===== src/hdl/altc_pkg.sv =====
// Shared types, constants and functions of the assembly line token classifier.
package altc_pkg;

  localparam int LineLengthDefault = 256;
  localparam int ValueBitsDefault  = 32;
  localparam int NumKeywords       = 11;
  localparam int RegMax            = 31;

  localparam logic [7:0] CharEnd   = 8'd0;
  localparam logic [7:0] CharSpace = 8'd32;
  localparam logic [7:0] CharParen = 8'd40;
  localparam logic [7:0] CharPlus  = 8'd43;
  localparam logic [7:0] CharMinus = 8'd45;
  localparam logic [7:0] CharR     = 8'd114;

  localparam logic [3:0] KindNone     = 4'd0;
  localparam logic [3:0] KindRegister = 4'd12;
  localparam logic [3:0] KindAddress  = 4'd13;
  localparam logic [3:0] KindLiteral  = 4'd14;
  localparam logic [3:0] KindError    = 4'd15;

  localparam logic [2:0] ErrOk      = 3'd0;
  localparam logic [2:0] ErrBadReg  = 3'd1;
  localparam logic [2:0] ErrBadBase = 3'd2;
  localparam logic [2:0] ErrUnknown = 3'd3;
  localparam logic [2:0] ErrBadNum  = 3'd4;

  localparam logic [1:0] PhStart  = 2'd0;
  localparam logic [1:0] PhSign   = 2'd1;
  localparam logic [1:0] PhDigits = 2'd2;
  localparam logic [1:0] PhStop   = 2'd3;

  typedef struct packed {
    logic [1:0] phase;
    logic       neg;
    logic       ovf;
    logic       seen;
  } rdr_t;

  // Event handed from the front to the back end.
  typedef struct packed {
    logic [3:0]  kind;
    logic [2:0]  err;
    logic [31:0] v1;
    logic [31:0] v2;
    logic        done;
  } tok_t;

  function automatic int kw_len(input int k);
    case (k)
      6:        return 1;
      3, 7, 8:  return 2;
      9, 10:    return 4;
      default:  return 3;
    endcase
  endfunction

  function automatic logic [7:0] kw_char(input int k, input int p);
    logic [31:0] s;
    case (k)
      0:  s = "add";
      1:  s = "sub";
      2:  s = "and";
      3:  s = "or";
      4:  s = "slt";
      5:  s = "beq";
      6:  s = "j";
      7:  s = "lw";
      8:  s = "sw";
      9:  s = "addi";
      10: s = "subi";
      default: s = '0;
    endcase
    if (p >= kw_len(k)) return 8'd0;
    return s[8*(kw_len(k)-1-p) +: 8];
  endfunction

  function automatic logic is_dig(input logic [7:0] c);
    return c >= 8'd48 && c <= 8'd57;
  endfunction

  function automatic logic [6:0] digit_of(input logic [7:0] c);
    if (c >= 8'd48 && c <= 8'd57) return 7'(c - 8'd48);
    if (c >= 8'd97 && c <= 8'd122) return 7'(c - 8'd87);
    if (c >= 8'd65 && c <= 8'd90) return 7'(c - 8'd55);
    return 7'd99;
  endfunction

endpackage


===== src/hdl/altc_front.sv =====
// Front end: per-character token state, keyword match and number readers.
module altc_front import altc_pkg::*; #(
  parameter int LINE_LENGTH = LineLengthDefault,
  parameter int VALUE_BITS  = ValueBitsDefault
) (
  input  logic       clk,
  input  logic       rst,
  input  logic       in_valid,
  output logic       in_ready,
  input  logic [7:0] in_char,
  output logic       ev_valid,
  input  logic       ev_ready,
  output tok_t       ev
);

  localparam int PW = $clog2(LINE_LENGTH);
  localparam logic [PW-1:0] PosMax = PW'(LINE_LENGTH - 1);

  logic                  in_token;
  logic [PW-1:0]         pos;
  logic [7:0]            first_char;
  logic [NumKeywords-1:0] kw;
  logic [4:0]            base;
  logic                  based;
  logic [1:0]            paren;
  logic [VALUE_BITS-1:0] acc, acc2;
  rdr_t                  r1, r2;

  logic [NumKeywords-1:0] kw_next;
  logic [4:0]            base_next;
  logic                  based_next;
  logic [1:0]            paren_next;
  logic [VALUE_BITS-1:0] acc_next, acc2_next;
  rdr_t                  r1_next, r2_next;
  logic                  feed1, feed2;
  logic [4:0]            base1;
  logic                  accept, is_end, is_sep, emit;
  tok_t                  cls;

  assign in_ready = ev_ready;
  assign accept   = in_valid && in_ready;
  assign is_end   = in_char == CharEnd;
  assign is_sep   = in_char == CharSpace;
  assign emit     = accept && (is_end || (is_sep && in_token));

  // One step of a number reader; multiply by base is at most VALUE_BITS x 5 bits.
  function automatic void rd_step(input rdr_t f, input logic [VALUE_BITS-1:0] m,
                                  input logic [7:0] c, input logic [4:0] b,
                                  output rdr_t fo, output logic [VALUE_BITS-1:0] mo);
    logic [6:0]            d;
    logic [VALUE_BITS:0]   lim;
    logic [VALUE_BITS+5:0] prod;
    d  = digit_of(c);
    fo = f;
    mo = m;
    lim = (VALUE_BITS+1)'(1) << (VALUE_BITS - 1);
    if (!f.neg) lim = lim - 1'b1;
    if (f.phase == PhStop) begin
    end else if (f.phase == PhStart && c >= 8'd9 && c <= 8'd13) begin
    end else if (f.phase == PhStart && (c == CharPlus || c == CharMinus)) begin
      fo.phase = PhSign;
      fo.neg   = c == CharMinus;
    end else if ({2'b0, b} > d) begin
      prod = (VALUE_BITS+6)'(m) * (VALUE_BITS+6)'(b) + (VALUE_BITS+6)'(d);
      if (!f.ovf) begin
        if (prod > (VALUE_BITS+6)'(lim)) fo.ovf = 1'b1;
        else mo = VALUE_BITS'(prod);
      end
      fo.phase = PhDigits;
      fo.seen  = 1'b1;
    end else begin
      fo.phase = PhStop;
    end
  endfunction

  always_comb begin
    rdr_t                  t1, t2;
    logic [VALUE_BITS-1:0] m1, m2;
    kw_next    = kw;
    base_next  = base;
    based_next = based;
    paren_next = paren;
    feed1 = 1'b0;
    feed2 = 1'b0;
    base1 = 5'd10;
    for (int k = 0; k < NumKeywords; k++)
      if (32'(pos) >= kw_len(k) || kw_char(k, int'(pos)) != in_char) kw_next[k] = 1'b0;
    if (pos == '0) begin
      feed1 = is_dig(in_char);
    end else if (first_char == CharR) begin
      feed1 = 1'b1;
    end else if (is_dig(first_char)) begin
      if (pos == PW'(1)) begin
        if (is_dig(in_char)) feed1 = 1'b1;
        else begin
          based_next = 1'b1;
          case (in_char)
            8'd120: base_next = 5'd16;
            8'd100: base_next = 5'd10;
            8'd111: base_next = 5'd8;
            8'd98:  base_next = 5'd2;
            default: base_next = 5'd0;
          endcase
        end
      end else if (!based) feed1 = 1'b1;
      else if (base != 5'd0) begin
        feed1 = 1'b1;
        base1 = base;
      end
      case (paren)
        2'd0: if (in_char == CharParen) paren_next = 2'd1;
        2'd1: paren_next = 2'd2;
        default: feed2 = 1'b1;
      endcase
    end
    rd_step(r1, acc, in_char, base1, t1, m1);
    rd_step(r2, acc2, in_char, 5'd10, t2, m2);
    r1_next  = feed1 ? t1 : r1;
    acc_next = feed1 ? m1 : acc;
    if (based_next && !based) begin
      r1_next  = '0;
      acc_next = '0;
    end
    r2_next   = feed2 ? t2 : r2;
    acc2_next = feed2 ? m2 : acc2;
  end

  // Classify the finished token.
  always_comb begin
    logic                  hit;
    logic [VALUE_BITS-1:0] n1, n2;
    logic                  ok1, ok2;
    cls = '0;
    cls.done = is_end;
    hit = 1'b0;
    ok1 = r1.seen && !r1.ovf;
    ok2 = r2.seen && !r2.ovf;
    n1  = r1.neg ? VALUE_BITS'(-acc) : acc;
    n2  = r2.neg ? VALUE_BITS'(-acc2) : acc2;
    if (!in_token) begin
      cls.kind = KindNone;
    end else begin
      for (int k = NumKeywords - 1; k >= 0; k--)
        if (kw[k] && 32'(pos) == kw_len(k)) begin
          hit = 1'b1;
          cls.kind = 4'(k + 1);
        end
      if (!hit) begin
        if (first_char == CharR) begin
          if (!ok1) cls.err = ErrBadNum;
          else if (r1.neg ? acc != '0 : acc > VALUE_BITS'(RegMax)) cls.err = ErrBadReg;
          else begin
            cls.kind = KindRegister;
            cls.v1   = 32'($signed(n1));
          end
        end else if (is_dig(first_char)) begin
          if (paren != 2'd0) begin
            if (!based && !ok1) cls.err = ErrBadNum;
            else if (!ok2) cls.err = ErrBadNum;
            else begin
              cls.kind = KindAddress;
              cls.v1   = based ? 32'(first_char - 8'd48) : 32'($signed(n1));
              cls.v2   = 32'($signed(n2));
            end
          end else if (based && base == 5'd0) cls.err = ErrBadBase;
          else if (!ok1) cls.err = ErrBadNum;
          else begin
            cls.kind = KindLiteral;
            cls.v1   = 32'($signed(n1));
          end
        end else cls.err = ErrUnknown;
        if (cls.err != ErrOk) cls.kind = KindError;
      end
    end
  end

  always_ff @(posedge clk) begin
    if (rst) begin
      ev_valid <= 1'b0;
    end else if (ev_ready) begin
      ev_valid <= emit;
    end
    if (ev_ready) ev <= cls;
    if (rst || (accept && (is_end || is_sep))) begin
      in_token   <= 1'b0;
      pos        <= '0;
      first_char <= '0;
      kw         <= '1;
      base       <= 5'd10;
      based      <= 1'b0;
      paren      <= 2'd0;
      acc        <= '0;
      acc2       <= '0;
      r1         <= '0;
      r2         <= '0;
    end else if (accept) begin
      in_token   <= 1'b1;
      if (pos < PosMax) pos <= pos + 1'b1;
      if (pos == '0) first_char <= in_char;
      kw    <= kw_next;
      base  <= base_next;
      based <= based_next;
      paren <= paren_next;
      acc   <= acc_next;
      acc2  <= acc2_next;
      r1    <= r1_next;
      r2    <= r2_next;
    end
  end

`ifndef SYNTHESIS
  a_kw_reset: assert property (@(posedge clk) disable iff (rst)
    accept && is_end |=> kw == '1 && !in_token) else $error("token state not cleared");
  a_stall_hold: assert property (@(posedge clk) disable iff (rst)
    ev_valid && !ev_ready |=> ev_valid && $stable(ev)) else $error("event dropped");
  a_pos_zero: assert property (@(posedge clk) disable iff (rst)
    !in_token |-> pos == '0) else $error("position off idle");
`endif

endmodule


===== src/hdl/altc_queue.sv =====
// Two-entry queue between front end and output stage.
module altc_queue import altc_pkg::*; (
  input  logic clk,
  input  logic rst,
  input  logic wr_valid,
  output logic wr_ready,
  input  tok_t wr_data,
  output logic rd_valid,
  input  logic rd_ready,
  output tok_t rd_data
);

  tok_t       mem [2];
  logic [1:0] cnt;
  logic       wp, rp;
  logic       do_wr, do_rd;

  assign wr_ready = cnt != 2'd2;
  assign rd_valid = cnt != 2'd0;
  assign rd_data  = mem[rp];
  assign do_wr    = wr_valid && wr_ready;
  assign do_rd    = rd_valid && rd_ready;

  always_ff @(posedge clk) begin
    if (rst) begin
      cnt <= '0;
      wp  <= 1'b0;
      rp  <= 1'b0;
    end else begin
      if (do_wr) wp <= ~wp;
      if (do_rd) rp <= ~rp;
      cnt <= cnt + 2'(do_wr) - 2'(do_rd);
    end
    if (do_wr) mem[wp] <= wr_data;
  end

`ifndef SYNTHESIS
  a_cnt: assert property (@(posedge clk) disable iff (rst)
    cnt != 2'd3) else $error("queue count out of range");
  a_ptr: assert property (@(posedge clk) disable iff (rst)
    (cnt == 2'd1) |-> (wp != rp)) else $error("pointer mismatch");
  a_flow: assert property (@(posedge clk) disable iff (rst)
    do_wr && !do_rd |=> cnt == $past(cnt) + 2'd1) else $error("count lost a write");
`endif

endmodule


===== src/hdl/asm_line_token_classifier_core.sv =====
// Top level of the assembly line token classifier.
// A terminating character's result is staged in the front end, then written to the queue.
// One character per cycle unless the queue is full; digits feed a base multiply-add.
// While the output stalls, three results are held (two queued, one staged); input then waits.
// Reset: synchronous, active high; clears token state and empties the queue.
module asm_line_token_classifier_core import altc_pkg::*; #(
  parameter int LINE_LENGTH = LineLengthDefault,
  parameter int VALUE_BITS  = ValueBitsDefault
) (
  input  logic        clk,
  input  logic        rst,
  input  logic        s_tvalid,
  output logic        s_tready,
  input  logic [7:0]  s_tdata,   // character
  output logic        m_tvalid,
  input  logic        m_tready,
  output logic [71:0] m_tdata,   // token_kind, error_code, first_value, second_value
  output logic        m_tlast    // line_done
);

  logic ev_valid, ev_ready;
  tok_t ev, q;

  altc_front #(.LINE_LENGTH(LINE_LENGTH), .VALUE_BITS(VALUE_BITS)) u_front (
    .clk, .rst, .in_valid(s_tvalid), .in_ready(s_tready), .in_char(s_tdata),
    .ev_valid, .ev_ready, .ev
  );

  altc_queue u_queue (
    .clk, .rst, .wr_valid(ev_valid), .wr_ready(ev_ready), .wr_data(ev),
    .rd_valid(m_tvalid), .rd_ready(m_tready), .rd_data(q)
  );

  assign m_tdata = {1'b0, q.v2, q.v1, q.err, q.kind};
  assign m_tlast = q.done;

`ifndef SYNTHESIS
  a_err_kind: assert property (@(posedge clk) disable iff (rst)
    m_tvalid && q.err != ErrOk |-> q.kind == KindError) else $error("error kind mismatch");
  a_none_done: assert property (@(posedge clk) disable iff (rst)
    m_tvalid && q.kind == KindNone |-> q.done) else $error("empty result mid line");
  a_v2: assert property (@(posedge clk) disable iff (rst)
    m_tvalid && q.kind != KindAddress |-> q.v2 == '0) else $error("stray second value");
`endif

endmodule

===== config.mk =====
export PLATFORM = sky130hd
export DESIGN_NAME = asm_line_token_classifier_core
export DESIGN_NICKNAME = d
export VERILOG_FILES = /design/src/hdl/altc_pkg.sv /design/src/hdl/altc_front.sv /design/src/hdl/altc_queue.sv /design/src/hdl/asm_line_token_classifier_core.sv
export SDC_FILE = /design/constraint.sdc
export NUM_CORES = 1
export LEC_CHECK = 0
export ABC_CLOCK_PERIOD_IN_PS = 29400
export BUFFER_PORTS_ARGS = -buffer_cell sky130_fd_sc_hd__buf_2
export CAP_MARGIN = 20
export CORE_MARGIN = 2
export CORE_UTILIZATION = 60
export CTS_CLUSTER_DIAMETER = 60
export DETAILED_ROUTE_END_ITERATION = 10
export HOLD_SLACK_MARGIN = 0.08
export PLACE_DENSITY_LB_ADDON = 0.15
export SYNTH_ARGS = -nofsm -noshare
export SYNTH_HDL_FRONTEND = slang
export SYNTH_HIERARCHICAL = 1
export SYNTH_SLANG_ARGS = --single-unit

===== constraint.sdc =====
create_clock -name clk -period 29.4 [get_ports clk]
set_clock_uncertainty 0.2 [all_clocks]
set_input_delay 5.88 -clock clk [delete_from_list [all_inputs] [get_ports clk]]
set_output_delay 5.88 -clock clk [all_outputs]
set_load 0.03 [all_outputs]

* After elaboration in Yosys (flattened, before gate mapping)
Memory sizes are Yosys's and may differ from the RTL's. A register that Yosys moved wholly into a read port is not among the register bits. Cells that the tools add are included.
Word-level totals: bits in registers 187, bits in writable memories 144, input bits 12, output and inout bits 75, word-level logic and storage cells 387, memories 1
Memories:
- u_queue.mem | depth 2, bits a word 72, read ports 1, clocked after memory_dff 1, wr ports 1, line altc_queue.sv:13 | tok_t mem [2];
Cells by class: add/subtract/negate cells 19, $mul 2, order comparisons 24, equality and inequality tests 35, shift operators 11, mux-type cells 154, bitwise operators 13, reduce and logical (&&, ||, !) cells 92
Operator list (number):
- $mux W32 | 23
- $mux W64 | 8
- $shiftx A32 B32 Y8 const A | 11
- $mux W39 | 4
- $eq A8 B32 Y1 | 4
- $mux W8 | 15
- $mux W29 | 4
- $sub A29 B2 Y29 const B | 4
- $sub A29 B9 Y29 | 4
- $ne A8 B8 Y1 | 11
- $mux W4 | 20
- $gt A38 B32 Y1 | 2
- $mux W71 | 1
- $neg A32 Y32 | 2
- $mux W1 | 50
- $mux W5 | 10
- $mux W7 | 6
- $eq A8 B7 Y1 const B | 5
- $add A37 B7 Y38 | 1
- $add A36 B7 Y37 | 1
- $mul A32 B5 Y37 | 1
- $mul A32 B3 Y35 const B | 1
- $eq A8 B6 Y1 const B | 4
- $ge A8 B2 Y1 const B | 4
- other kinds (45) | 154

* Logic depth before layout (Yosys ltp)
Gate-level depths: netlist of the first run.
word-level depth 25, gate-level depth with buffers 39, mapped depth without buffers 35

* Cells and area by module
Netlist of the first run, hierarchy kept.
Modules (own cells, without submodules):
- altc_front | instances 1, cells an instance 2496, area an instance 19902.8 um^2, seq. area each 4344.2 um^2
- altc_queue | instances 1, cells an instance 248, area an instance 5781.8 um^2, seq. area each 4424.2 um^2
- asm_line_token_classifier_core | instances 1, cells an instance 2, area an instance 11.3 um^2, seq. area each 0.0 um^2

* Worst setup path before layout of the first run
OpenSTA, ideal clock, no wires.
kind input-to-reg, start point in s_tdata[1], end point reg u_front.acc[17], setup time 0.070 ns, data arrival time 14.329 ns, required time 29.130 ns, setup slack 14.801 ns, stages 38, buffers on the path 4, cells stage by stage clkbuf_1 -> inv_1 -> clkbuf_1 -> ha_1 -> nand2b_1 -> o311ai_0 -> a21o_1 -> and2_1 -> o21ai_0 -> o21ai_0 -> inv_1 -> ha_1 -> ha_1 -> inv_1 -> fa_1 -> fa_1 -> nand4b_1 -> o211ai_1 -> (+2 left out) -> a221oi_1 -> nor4b_1 -> o31a_1 -> o21ai_0 -> o31a_1 -> ha_1 -> nand3_1 -> or4_1 -> nor4_1 -> nand2_1 -> o21ai_0 -> a21oi_1 -> nor3_1 -> o2111ai_1 -> clkbuf_1 -> clkbuf_1 -> o41ai_1 -> o21bai_1
Between the ends: word-level cells in the longest chain between the ends 17, elaborated cells between the ends (all ways) 66, those cells by class add/sub (4); order compare (10); eq/ne (8); mux (29); reduce/logical (15)
Ends and longest elaborated chain:
- start, declared | line asm_line_token_classifier_core.sv:14 | input logic [7:0] s_tdata,
- branches (longest 17 deep; another with $add A37 B7 Y38)
- end signal, assigned | line altc_front.sv:204 | acc <= acc_next;
- end, declared | line altc_front.sv:26 | logic [VALUE_BITS-1:0] acc, acc2;
Parallel ways; which one is timed is not known. The select of a mux whose other input is x is not followed. A chain may end at the register's enable or synchronous reset.

* Worst setup path after layout of the first run
start point in s_tdata[1], end point reg u_front.acc[29]
Same word-level chain as after synthesis.

==> results by group, run 1 <==
Die
  – Chip width: 211 µm
  – Number of core rows: between 70 and 80
  – Core area: approximately 0.042 mm²
  – Die area: ~0.044 mm²
  – I/O pin cnt: just under 90
  – Die Y: 211 µm
  – Starting Density: 61.0%

CTS
  – Max clock buf depth: 3
  – Clock transition at path regs: around 0.06 ns
  – CTS Buf Count: 38
  – Worst skew pair latency: ~0.58 ns
  – Root buffer cell: clkbuf_16
  – TritonCTS sink count: between 300 and 400
  – CTS H-tree depth: 2
  – CTS tree: built
  – Setup bufs post-CTS: 0
  – Resized cells post-CTS: 0
  – Post-CTS Hold Fix Bufs: 0

Critical path
  – R2r setup slk: around 18 ns
  – CP Capture Type: flip-flop
  – Worst path slowest cell: nor4b_1
  – Critical path depth in cells: 38
  – Worst EP arrival: ~16 ns
  – Crit-path leading delay family: compound AO/OA/AOI/OAI gates
  – CP Max Fanout: 20
  – R2r startpoint: u_front/pos[0]
  – Crit-path max cell delay: 0.59 ns
  – Worst path most repeated cell: o21ai_0
  – Critical Path Start Type: input pin
  – CP required: around 30 ns
  – FF-to-FF End: u_front/acc[29]
  – Kind of critical path: in2reg
  – Critical path buffers and inverters: 7
  – Worst Reg2Reg Path Length in Cells: 36

Drt
  – 1st-iter DRT viols: just under 2k
  – Total wire length: 70300 µm
  – Uppermost layer routed: met4
  – Vias per cell: about 6.3
  – DR pass1 iterations: 6
  – Metal3 WL: about 4900 µm
  – Post-route ant nets: 0
  – Met2 WL: between 30000 and 40000 µm
  – DR vias: about 21k
  – WL per Instance: approximately 21 µm
  – Met1 WL: 31900 µm
  – DRC: 0

Yosys
  – Mapped Nets: a little over 3k
  – Number of flops mapped to enable cells by yosys: 216
  – Top cell type's share of synthesized area: between 20% and 30%
  – Yosys cell types: 98
  – Number of synthesized register bits: 330
  – Yosys top cell by area: edfxtp_1
  – Cell count after synthesis: between 2k and 3k
  – Area contributors post-synth: edfxtp_1 25%, ha_1 13%, dfxtp_1 8.9%
  – Average footprint of a synthesized cell: slightly above 9 µm²
  – Share of flip-flops with an asynchronous set or reset: 0%
  – YS warnings: 6
  – Synth Flop Type: edfxtp_1
  – Sequential share of the synthesized area: between 30% and 40%
  – Mapped Area: 0.0257 mm²

Finish
  – Layout cells sized above 1: between 10% and 20%
  – Net count, final: slightly above 3k
  – Multi-input gate area: between 0.015 and 0.02 mm²
  – Area Growth Syn to Fin: 7.38%
  – Most frequent cells in the layout: 289 x nand2_1, 266 x ha_1, 216 x edfxtp_1
  – Fillers: about 3.4k
  – Ant. Diodes: 0
  – Most common cell after layout, fill and taps aside: nand2_1
  – Sequential cell area: 0.00877 mm²
  – Fin area: approximately 0.028 mm²

Global routing
  – Number of global-route vias before repair: 19.7k
  – Gr usage total: between 30% and 40%
  – First-pass GRT wire length: 110000 µm
  – Gr ovfl total: 0
  – Largest net degree at the start of global routing: 73
  – Initial antenna violation count: 0

Placed design
  – I/O Buffers: 85
  – Area after DPL: 0.0263 mm²
  – HPWL after detailed placement: approximately 53000 µm
  – GP Congestion: around 0.9
  – Pre-CTS WS: 13.42 ns

STA
  – Setup tns final: 0 ns
  – Tmin final: ~16 ns
  – Max-slew violations: 0
  – Final Hold Vio Count: 0
  – Slack of the critical path: around 14 ns
  – Final setup vio count: 0
  – Slew @ Worst Pin: roughly 1.1 ns
  – Final Cycle Share: between 50% and 60%
  – Fmax: about 64 MHz
  – RSZ-0062 raised after global routing: false
  – Slew margin rel.: between 20% and 30%

Hold path
  – WHS Path Cells: 0
  – Hold Crit Start: u_front/ev[43]
  – Hold WC Path Type: reg2reg
  – Hold path endpoint: u_queue/mem[1][43]

Pwr
  – Max VDD drop: roughly 0.063 mV
  – Total power: 1.37 mW
  – Pwr/cell area: 49.7 mW/mm²
  – LEAKAGE: approximately 12 nW

Run status
  – Outcome: completed

Job
  – # Max-Cap Violations: 0
==> area by class of cell <==
| cell class | instances | share of cell area (%) |
|---|---|---|
| Inverter | 166 | 2.26 |
| Sequential cell | 330 | 31.8 |
| Timing Repair Buffer | 109 | 2.21 |
| Clock inverter | 20 | 1.10 |
| Clock buffer | 46 | 3.56 |
| Tap cell | 539 | 2.44 |
| Multi-Input combinational cell | 2105 | 56.6 |
==> cell families after synthesis <==
family	synth area share, %
flip-flops	34.1
other	0.0146
multiplexers	5.96
adder cells (fa/ha/maj)	15.8
XOR/XNOR	5.45
AND/OR/NAND/NOR	18.2
buffers and inverters	5.21
AO/OA/AOI/OAI	15.3
==> cell usage after synthesis (all sizes together) (15+ instances only) <==
library cell,count
a211oi,15
a21o,51
a21oi,149
a31oi,30
a41oi,20
and2,70
and3,28
buf,35
clkbuf,110
dfxtp,114
edfxtp,216
fa,36
ha,266
inv,163
mux2,77
mux2i,40
nand2,291
nand2b,28
nand3,55
nand4,37
nor2,193
nor2b,51
nor3,58
nor3b,24
nor4,24
o211ai,18
o21a,16
o21ai,132
o31ai,28
or3,22
xnor2,73
xor2,87
==> routing by layer <==
layer / up-vias / GRT usage (%)
li1: 9928 / -
met1: 9956 / 44.7
met2: 797 / 49.2
met3: 143 / 3.94
met4: 0 / 12.1
met5: - / 0
==> how the worst max path moves through the flow <==
| stage | endpoint | slack (ns) | from |
|---|---|---|---|
| 2_1_floorplan | u_front/acc[17] | 14.80 | s_tdata[1] |
| 3_3_place_gp | u_front/acc[23] | 13.57 | s_tdata[1] |
| 3_5_place_dp | u_front/acc[29] | 13.42 | s_tdata[1] |
| 4_1_cts | u_front/acc[26] | 13.92 | s_tdata[1] |
| 5_1_grt | u_front/acc[16] | 12.86 | s_tdata[1] |
| 6_report | u_front/acc[29] | 13.73 | s_tdata[1] |
==> registers in the layout, indices dropped and copies added (netlist names), 8 cells and up, named ones only <==
signal,cells
u_front/acc,32
u_queue/mem,144
u_front/first_char,8
u_front/kw,11
u_front/ev,72
u_front/acc2,32
u_front/pos,8
==> power by group <==
part | internal (mW) | switching, mW
clock | 0.287 | 0.198
sequential | 0.576 | 0.0439
combinational | 0.0975 | 0.170
total | 0.960 | 0.412
==> metrics by stage <==
| step | cells | hold WS (ns) | util (%) |
|---|---|---|---|
| after floorplan | 2746 | 0.221 | - |
| after global placement | 3248 | 0.222 | 62.4 |
| after detailed placement | 3249 | 0.230 | 62.4 |
| after CTS | 3315 | 0.220 | 65.5 |
| after global routing | 3315 | 0.235 | 65.5 |
| final | 3315 | 0.228 | 65.5 |
Power figures use the tool's default switching activity.
==> run 2, diff against run 1 <==
--- a/config.mk
+++ b/config.mk
@@ -5,7 +5,7 @@
 export SDC_FILE = /design/constraint.sdc
 export NUM_CORES = 1
 export LEC_CHECK = 0
-export ABC_CLOCK_PERIOD_IN_PS = 29400
+export ABC_CLOCK_PERIOD_IN_PS = 15100
 export BUFFER_PORTS_ARGS = -buffer_cell sky130_fd_sc_hd__buf_2
 export CAP_MARGIN = 20
 export CORE_MARGIN = 2
==> constraint.sdc (replaced) <==
create_clock -name clk -period 15.1 [get_ports clk]
set_clock_uncertainty 0.2 [all_clocks]
set_input_delay 3.02 -clock clk [delete_from_list [all_inputs] [get_ports clk]]
set_output_delay 3.02 -clock clk [all_outputs]
set_load 0.03 [all_outputs]
==> results by group, run 2 (synthesis results as in run 1) <==
Critical path
  – Worst EP arrival: approximately 13 ns
  – Kind of critical path: in2reg
  – R2r setup slk: about 4.0 ns
  – Worst path most repeated cell: o21ai_0
  – CP Capture Type: flip-flop
  – Crit-path leading delay family: compound AO/OA/AOI/OAI gates
  – Crit-path max cell delay: just under 0.6 ns
  – Worst path slowest cell: nor4b_1
  – Critical path buffers and inverters: 7
  – Worst Reg2Reg Path Length in Cells: 35
  – CP required: 15.32 ns
  – FF-to-FF End: u_front/acc[6]
  – R2r startpoint: u_front/pos[0]
  – CP Max Fanout: 20
  – Critical Path Start Type: input pin

Global routing
  – First-pass GRT wire length: roughly 110000 µm
  – Number of global-route vias before repair: between 20k and 25k
  – Largest net degree at the start of global routing: 73
  – Gr ovfl total: 0
  – Initial antenna violation count: 3
  – Gr usage total: 31.6%

CTS
  – Post-CTS Hold Fix Bufs: 0
  – Root buffer cell: clkbuf_16
  – Setup bufs post-CTS: 0
  – Resized cells post-CTS: 0
  – Clock transition at path regs: about 0.06 ns
  – CTS H-tree depth: 2
  – CTS tree: built
  – Max clock buf depth: 3
  – TritonCTS sink count: 330
  – Worst skew pair latency: 0.57 ns
  – CTS Buf Count: a little over 40

Hold path
  – Hold Crit Start: u_front/ev[26]
  – WHS Path Cells: 0
  – Hold path endpoint: u_queue/mem[0][26]
  – Hold WC Path Type: reg2reg

Finish
  – Most frequent cells in the layout: 289 x nand2_1, 266 x ha_1, 216 x edfxtp_1
  – Net count, final: slightly above 3k
  – Fin area: 0.0277 mm²
  – Area Growth Syn to Fin: 7.65%
  – Max reg flops: 144
  – Layout cells sized above 1: 10.9%
  – Most common cell after layout, fill and taps aside: nand2_1
  – Non-Filler Instances: approximately 3.3k
  – Top reg by flops: u_queue/mem
  – Biggest regs: u_queue/mem (144), u_front/ev (72)

Drt
  – DR vias: about 21k
  – 1st-iter DRT viols: 1852
  – DR pass1 iterations: 9
  – Vias per cell: 6.30
  – WL per Instance: approximately 21 µm
  – Post-route ant nets: 0
  – DRC: 0
  – Total wire length: between 70000 and 80000 µm

Placed design
  – GP Congestion: between 0.9 and 1
  – Pre-CTS WS: between 2 and 2.5 ns
  – Area after DPL: approximately 0.026 mm²
  – Inst Count DP: between 3k and 4k
  – I/O Buffers: between 80 and 90
  – HPWL after detailed placement: 52800 µm

STA
  – Slack of the critical path: about 2.4 ns
  – Fmax: ~80 MHz
  – Max-slew violations: 0
  – RSZ-0062 raised after global routing: false
  – Final Cycle Share: between 80% and 90%
  – Slew @ Worst Pin: approximately 1.0 ns
  – Tmin final: about 13 ns
  – Final setup vio count: 0
  – Final Hold Vio Count: 0
  – Setup tns final: 0 ns
  – Slew margin rel.: 31.7%

Die
  – Die area: between 0.04 and 0.05 mm²
  – Starting Density: between 60% and 70%
  – I/O pin cnt: 87
  – Core area: 0.0421 mm²
  – Number of core rows: 75
  – Chip width: around 210 µm
  – Die Y: roughly 210 µm

Job
  – # Max-Cap Violations: 0

Pwr
  – Max VDD drop: about 0.13 mV
  – Pwr/cell area: just under 100 mW/mm²
  – LEAKAGE: about 12 nW

Run status
  – Outcome: completed
## run 2: cell types whose count changed in the layout (fill, tap and decap cells not counted), moves of 2 or more
cell        change
clkinv_8        +2
clkbuf_16       +3
inv_6           +6
clkinvlp_4      +2
clkbuf_1        -3
bufinv_16       -3
clkinv_4        +2
clkinv_2        +2
## run 2: how the worst max path moves through the flow
stage | startpoint | end | slack [ns] | depth (start not counted)
floorplan | s_tdata[1] | u_front/acc[17] | 3.36 | 38
global placement | s_tdata[1] | u_front/acc[23] | 2.30 | 38
detailed placement | s_tdata[1] | u_front/acc[6] | 2.01 | 38
CTS | s_tdata[1] | u_front/acc[6] | 2.57 | 38
global route | s_tdata[1] | u_front/acc[8] | 1.37 | 38
finish | s_tdata[1] | u_front/acc[6] | 2.41 | 38
## run 2: final cells by class
type                       count  area, µm²
tap                          539        674
inverter                     166        623
fill                        3395      14500
clock inverter                30        302
sequential                   330       8770
clock buffer                  46       1040
antenna                        1       2.50
timing repair buffer         109        613
multi-input combinational   2105      15600
## run 2: worst reg2reg max path, delay by kind of cell, from the launching register on
kind	cells	cell delay [ns]
simple gates	11	3.98
fa+ha+maj	6	2.44
compound gates	12	2.12
buf+inv	6	1.42
flops	1	0.79
## run 2: routing by layer
layer | vias to the layer above | track usage (%) | wire [µm]
li1 | 9936 | - | -
met1 | 9987 | 43.3 | 30900
met2 | 855 | 50.1 | 31200
met3 | 166 | 5.52 | 5640
met4 | 4 | 12.3 | 2720
met5 | - | 0 | 25
## run 2: power breakdown
part	internal (mW)	leakage [nW]	switching, mW	total [mW]
registers	1.12	3.14	0.0865	1.21
logic	0.190	8.70	0.335	0.525
clock network	0.549	0.653	0.412	0.961
## run 2: stage by stage
stage | util (%) | hold slack (ns) | total power [mW]
2_1_floorplan | - | 0.221 | 1.61
6_report | 65.7 | 0.239 | 2.69
3_5_place_dp | 62.4 | 0.230 | 1.75
5_1_grt | 65.6 | 0.243 | 2.79
3_3_place_gp | 62.4 | 0.222 | 1.73
4_1_cts | 65.6 | 0.243 | 2.71
